<file path="src/sv/afnt_pkg.sv">
// Shared types, register codes and sine table generator for the AFSK tone modulator.
package afnt_pkg;

  localparam int unsigned STEP_W = 16;
  localparam int unsigned SAMPLE_W = 8;
  localparam int unsigned CFG_INDEX_W = 2;

  localparam logic [CFG_INDEX_W-1:0] REG_MARK_STEP = 2'd0;
  localparam logic [CFG_INDEX_W-1:0] REG_SPACE_STEP = 2'd1;

  localparam logic [STEP_W-1:0] MARK_STEP_RESET = 16'd8192;
  localparam logic [STEP_W-1:0] SPACE_STEP_RESET = 16'd15019;

  localparam int unsigned QUEUE_DEPTH = 2;
  localparam int unsigned QUEUE_PTR_W = $clog2(QUEUE_DEPTH);
  localparam int unsigned QUEUE_CNT_W = $clog2(QUEUE_DEPTH + 1);

  localparam longint unsigned HALF_PI_Q30 = 64'd1686629713;
  localparam longint unsigned Q30_ONE = 64'd1 << 30;

  // One classified frame bit: tone already resolved by the front end.
  typedef struct packed {
    logic tone_is_space;
    logic first_bit;
    logic last_bit;
  } afnt_bit_t;

  // Restoring long division for the table build; evaluated at elaboration only.
  function automatic longint unsigned udiv64(input longint unsigned num,
                                             input longint unsigned den);
    longint unsigned quo;
    longint unsigned rem;
    quo = 64'd0;
    rem = 64'd0;
    for (int i = 63; i >= 0; i--) begin
      rem = {rem[62:0], num[i]};
      if (rem >= den) begin
        rem = rem - den;
        quo[i] = 1'b1;
      end
    end
    return quo;
  endfunction

  // Table entry k of a 2^addr_bits sine table, floor(255*(0.5+0.45*sin)),
  // with the sine worked out in Q30 by quadrant folding and a Taylor series.
  // Evaluated at elaboration only.
  function automatic logic [SAMPLE_W-1:0] sine_entry(input int unsigned k,
                                                     input int unsigned addr_bits);
    int unsigned qb;
    int unsigned quarter;
    int unsigned q;
    int unsigned r;
    int unsigned j;
    longint unsigned x;
    longint unsigned term;
    longint unsigned sum;
    longint unsigned num;
    longint unsigned dv;
    qb = addr_bits - 2;
    quarter = 1 << qb;
    q = k >> qb;
    r = k & (quarter - 1);
    j = q[0] ? quarter - r : r;
    x = (HALF_PI_Q30 * longint'(j)) >> qb;
    term = x;
    sum = x;
    for (int unsigned n = 1; n <= 10; n++) begin
      term = (term * x) >> 30;
      term = (term * x) >> 30;
      dv = longint'(2 * n) * longint'(2 * n + 1);
      term = udiv64(term, dv);
      if (n[0]) begin
        sum = (sum > term) ? sum - term : 64'd0;
      end else begin
        sum = sum + term;
      end
    end
    if (sum > Q30_ONE) begin
      sum = Q30_ONE;
    end
    num = 64'd510 << 30;
    if (q >= 2) begin
      num = num - 64'd459 * sum;
    end else begin
      num = num + 64'd459 * sum;
    end
    return num[32 +: SAMPLE_W];
  endfunction

endpackage

</file>
<file path="src/sv/afnt_queue.sv">
// Short queue of classified bits between front end and sample engine.
module afnt_queue
  import afnt_pkg::*;
(
  input  logic      clk,
  input  logic      rst_n,
  input  logic      push,
  input  afnt_bit_t push_data,
  output logic      full,
  input  logic      pop,
  output logic      head_valid,
  output afnt_bit_t head
);

  afnt_bit_t                entries_r [QUEUE_DEPTH];
  logic [QUEUE_PTR_W-1:0]   wr_ptr_r;
  logic [QUEUE_PTR_W-1:0]   rd_ptr_r;
  logic [QUEUE_CNT_W-1:0]   count_r;
  logic [QUEUE_CNT_W-1:0]   count_nxt;

  assign full = count_r == QUEUE_CNT_W'(QUEUE_DEPTH);
  assign head_valid = count_r != '0;
  assign head = entries_r[rd_ptr_r];

  always_comb begin
    count_nxt = count_r;
    if (push && !pop) begin
      count_nxt = count_r + 1'b1;
    end else if (pop && !push) begin
      count_nxt = count_r - 1'b1;
    end
  end

  always_ff @(posedge clk) begin
    if (push) begin
      entries_r[wr_ptr_r] <= push_data;
    end
  end

  always_ff @(posedge clk) begin
    if (!rst_n) begin
      wr_ptr_r <= '0;
      rd_ptr_r <= '0;
      count_r  <= '0;
    end else begin
      if (push) begin
        wr_ptr_r <= (wr_ptr_r == QUEUE_PTR_W'(QUEUE_DEPTH - 1)) ? '0 : wr_ptr_r + 1'b1;
      end
      if (pop) begin
        rd_ptr_r <= (rd_ptr_r == QUEUE_PTR_W'(QUEUE_DEPTH - 1)) ? '0 : rd_ptr_r + 1'b1;
      end
      count_r <= count_nxt;
    end
  end

`ifndef SYNTHESIS
  a_no_push_when_full: assert property (@(posedge clk) disable iff (!rst_n)
    full |-> !push)
    else $error("queue written while full");
  a_no_pop_when_empty: assert property (@(posedge clk) disable iff (!rst_n)
    pop |-> head_valid)
    else $error("queue popped while empty");
`endif

endmodule

</file>
<file path="config.mk">
export PLATFORM = sky130hd
export DESIGN_NAME = afnt_queue
export DESIGN_NICKNAME = d
export VERILOG_FILES = /design/src/sv/afnt_pkg.sv /design/src/sv/afnt_queue.sv
export SDC_FILE = /design/constraint.sdc
export NUM_CORES = 1
export LEC_CHECK = 0
export BUFFER_PORTS_ARGS = -buffer_cell sky130_fd_sc_hd__clkbuf_2
export CAP_MARGIN = 10
export CORE_AREA = 2 2 39 41
export CTS_CLUSTER_DIAMETER = 100
export DETAILED_ROUTE_END_ITERATION = 7
export DIE_AREA = 0 0 41 43
export GPL_ROUTABILITY_DRIVEN = 0
export PLACE_DENSITY_LB_ADDON = 0.08
export SLEW_MARGIN = 20
export SYNTH_ARGS = -nofsm -noshare
export SYNTH_HDL_FRONTEND = slang
export SYNTH_SLANG_ARGS = --single-unit
export TNS_END_PERCENT = 50
</file>
<file path="constraint.sdc">
create_clock -name clk -period 2.1 [get_ports clk]
set_input_delay 0.42 -clock clk [delete_from_list [all_inputs] [get_ports clk]]
set_output_delay 0.42 -clock clk [all_outputs]
set_load 0.1 [all_outputs]
</file>
==> Yosys cells after proc, flatten, opt, wreduce, memory -nomap -nowiden <==
Memory sizes are Yosys's and may differ from the RTL's. A register that Yosys moved wholly into a read port is not among the register bits.
Cells that the tools add are included.
{ "word_totals": {"regBits": 4, "latch_bits": 0, "mem_bits_rw": 6, "mem_bits_ro": 0, "inputBits": 7, "output_inout_bits": 5, "wordCells": 23, "n_memories": 1} }
{ "classes": {"n_addsub": 4, "multipliers": 0, "div_mod_pow": 0, "order_cmp": 0, "n_eq_ne": 1, "shifts": 0, "mux": 8, "bitwise": 0, "n_reduce_logical": 6} }
{ "mem_list": {"columns": ["name", "depth", "width", "rd", "rd_clocked_by_memory_dff", "write_ports", "line_no", "source"], "rows": [
  ["entries_r", 2, 3, 1, 1, 1, "afnt_queue.sv:15", "afnt_bit_t entries_r [QUEUE_DEPTH];"]
]} }
{ "op_table": {"columns": ["operator", "count"], "rows": [
  ["1-bit two-way mux", 6],
  ["2-bit two-way mux", 2],
  ["2-bit nonzero test", 2],
  ["1-bit adder, second input constant", 2],
  ["2-bit by 1-bit adder with 2-bit output, second input constant", 1],
  ["2-bit equality test, second input constant", 1],
  ["1-bit logical AND", 2],
  ["1-bit zero test", 2],
  ["2-bit by 1-bit subtractor with 2-bit output, second input constant", 1]
]} }

==> Depth between registers and ports, before layout <==
{ "depth": {"ltp_word": 4, "depth_mapped": 5, "ltp_nobuf": 5} }

==> Worst setup path after synthesis <==
Ideal clock, no wire load.
{ "synth_timing": {"path_type": "reg-to-output", "start": "register with a tool-made name", "end": "output port head[0] (netlist bit)", "arrival_time_ps": 896, "t_required_ps": 1680, "setup_slack_ps": 784, "stages_incl_launch_ff": 2, "path_buffers": 0, "cell_sequence": "dfxtp_1 mux2_2"} }
{ "synth_lines": {"columns": ["item", "line_no", "source"], "rows": [
  ["end, declared", "afnt_queue.sv:12", "output afnt_bit_t head"]
]} }

==> flow_summary.json <==
{
  "worstHoldStart": "push_data[0]",
  "crit_buf_inv": 1,
  "tightest_slew_ps": 547,
  "grtUsageTotal_pct": 8.65,
  "min_to": "entries_r[1][0]",
  "syn-instance-count": 31,
  "vias_per_cell": 4.27,
  "antenna_found_initial": 0,
  "slew_headroom_pct": 63.7,
  "core_area_sq_mm": 0.00138,
  "crit_path_max_incr_delay_ps": 380,
  "fin_crit_ps": 1780,
  "final_hold_viol_count": 0,
  "required_ps": 1680,
  "nNetsFinal": 55,
  "grt_pass1_vias": 240,
  "critical_path_class": "flop to output port",
  "cts_buffers": 3,
  "ir_drop_mv": 0.392,
  "wire_per_inst_microns": 9.85,
  "max_freq_mhz": 562,
  "p_total_uw": 555,
  "cts_resized": 0,
  "end_kind": "output port",
  "ys_ff_latch": 11,
  "fillCellCount": 140,
  "grt_pass1_wl_microns": 897,
  "drv_cap": 0,
  "die_y_microns": 43,
  "io_pins": 12,
  "crit_path_start_kind": "flop",
  "cts_sinks": 11,
  "crit_family": "flip-flops",
  "area_growth_pct": 23.6,
  "drc": 0,
  "cp_max_fo": 3,
  "outcome": "finished clean",
  "rrSetupSlack_ps": 1080,
  "reg2reg_from": "count_r[0]",
  "clock_skew_ps": 1.48,
  "period_share_pct": 84.7,
  "cp_slowest_cell": "dfxtp_1",
  "clk_path_buf_depth": 2,
  "netlist_area_sq_um": 435,
  "holdCritPathClass": "input pin to flop",
  "drt_iter0_markers": 3,
  "synth_nets": 39,
  "worstHoldPathCells": 1,
  "die-area_sq_mm": 0.00176,
  "cts_root_buf": "clkbuf_4",
  "grt_max_degree": 8,
  "worstPathCellList": "mux2_2 > clkbuf_2",
  "synth.distinct_cells": 15,
  "first_pass_iters": 3,
  "r2r_cells": 3,
  "initial_core_util_pct": 31.5,
  "power_density_mw_per_mm2": 1030,
  "clk_pin_slew_ps": 70,
  "yosysWarnings": 0,
  "post-cts-setup-buffers": 0,
  "finalSetupViolCount": 0,
  "cts_tree": "built",
  "dp_hpwl_microns": 498,
  "insertion_delay_ps": 260,
  "finalSetupTns_ps": 0,
  "ys_seq_area_share_pct": 64.4,
  "hold_buffers": 0,
  "r2r-end": "count_r[1]",
  "synth.avg_cell_area_sq_um": 14.0,
  "routed-via-count": 265,
  "htreeDepth": 1,
  "drive_gt1_share_pct": 43.5,
  "drv_slew": 0,
  "dieWidth_microns": 41,
  "grt_setup_unrepaired": "false",
  "drt-total-wl_microns": 611,
  "std_cell_rows": 14,
  "ant_nets": 0,
  "power.leakage_nw": 0.233,
  "port_buffers": 11,
  "antennaDiodeCount": 0,
  "grt-ovfl-total": 0,
  "worstPathArrival_ps": 1360
}
-- flip-flops by register name, indices dropped and copies added (netlist names), named ones only --
register,flops
entries_r,6
count_r,2
rd_ptr_r,1
wr_ptr_r,1
-- power breakdown --
part           internal, mW  switching, mW
combinational        0.0391          0.120
sequential            0.245         0.0101
clock                0.0704         0.0702
-- cells by family after synthesis --
group                    after synthesis  synth area share [%]
multiplexers                           3                  7.76
AND/OR/NAND/NOR                        9                  13.5
buffers and inverters                  1                 0.861
XOR/XNOR                               3                  6.04
AO/OA/AOI/OAI                          3                  4.60
adder cells (fa/ha/maj)                1                  2.87
flip-flops                            11                  64.4
-- worst max-delay path by stage --
| stage | slack [ps] | cells after the start | end | start |
|---|---|---|---|---|
| 3_3_place_gp | 630 | 2 | head[1] | flop |
| 6_report | 320 | 2 | head[1] | flop |
| 2_1_floorplan | 780 | 1 | head[0] | flop |
| 3_5_place_dp | 600 | 2 | head[1] | flop |
| 4_1_cts | 290 | 2 | head[1] | flop |
| 5_1_grt | 250 | 2 | head[0] | flop |
-- synthesized netlist by cell type --
cell type,instances,share of area [%]
dfxtp_1,5,23
a21boi_1,1,1.7
inv_1,1,0.86
or2_2,1,1.4
and2b_2,1,2.0
mux2_2,3,7.8
edfxtp_1,6,41
xor2_1,2,4.0
o21ai_0,1,1.1
nor2b_1,2,2.9
o21a_1,1,1.7
xnor2_1,1,2.0
or3_1,1,1.4
ha_1,1,2.9
and2_1,4,5.7
-- layout by cell type, fill, tap and decap left out --
master | netlist | final
clkbuf_2 | 0 | 11
dfxtp_1 | 5 | 5
clkbuf_4 | 0 | 3
nor2b_1 | 2 | 2
and2b_2 | 1 | 1
and2_1 | 4 | 4
inv_1 | 1 | 1
xnor2_1 | 1 | 1
or3_1 | 1 | 1
clkinv_2 | 0 | 1
edfxtp_1 | 6 | 6
a21boi_1 | 1 | 1
ha_1 | 1 | 1
o21ai_0 | 1 | 1
mux2_2 | 3 | 3
o21a_1 | 1 | 1
or2_2 | 1 | 1
xor2_1 | 2 | 2
-- metrics by stage --
| stage | cell area [sq um] | cells | hold slack (ps) | util, % | setup WS (ps) |
|---|---|---|---|---|---|
| 2_1_floorplan | 435 | 31 | 461 | - | 784 |
| 3_3_place_gp | 510 | 58 | 474 | 36.9 | 626 |
| 3_5_place_dp | 510 | 58 | 490 | 36.9 | 599 |
| 4_1_cts | 538 | 62 | 330 | 38.9 | 291 |
| 5_1_grt | 538 | 62 | 327 | 38.9 | 248 |
| 6_report | 538 | 62 | 341 | 38.9 | 321 |
-- metal layers --
metal  wire length (microns)  vias up  global-route usage [%]
met5                       0        -                       0
met4                       0        0                    10.0
met2                     319        8                    13.1
met1                     247      119                    7.38
li1                        -      138                       -
met3                      45        0                    3.14
-- layout make-up --
| cell class | instances | area (sq um) | area share (%) |
|---|---|---|---|
| repair buffers | 11 | 55.1 | 10.2 |
| clock buffers | 3 | 22.5 | 4.19 |
| flip-flops and latches | 11 | 280 | 52.1 |
| inverters | 1 | 3.75 | 0.698 |
| clock inverters | 1 | 5.00 | 0.930 |
| well taps | 16 | 20.0 | 3.72 |
| multi-input cells | 19 | 151 | 28.1 |
Note: power is estimated with default switching activity, not from simulation.
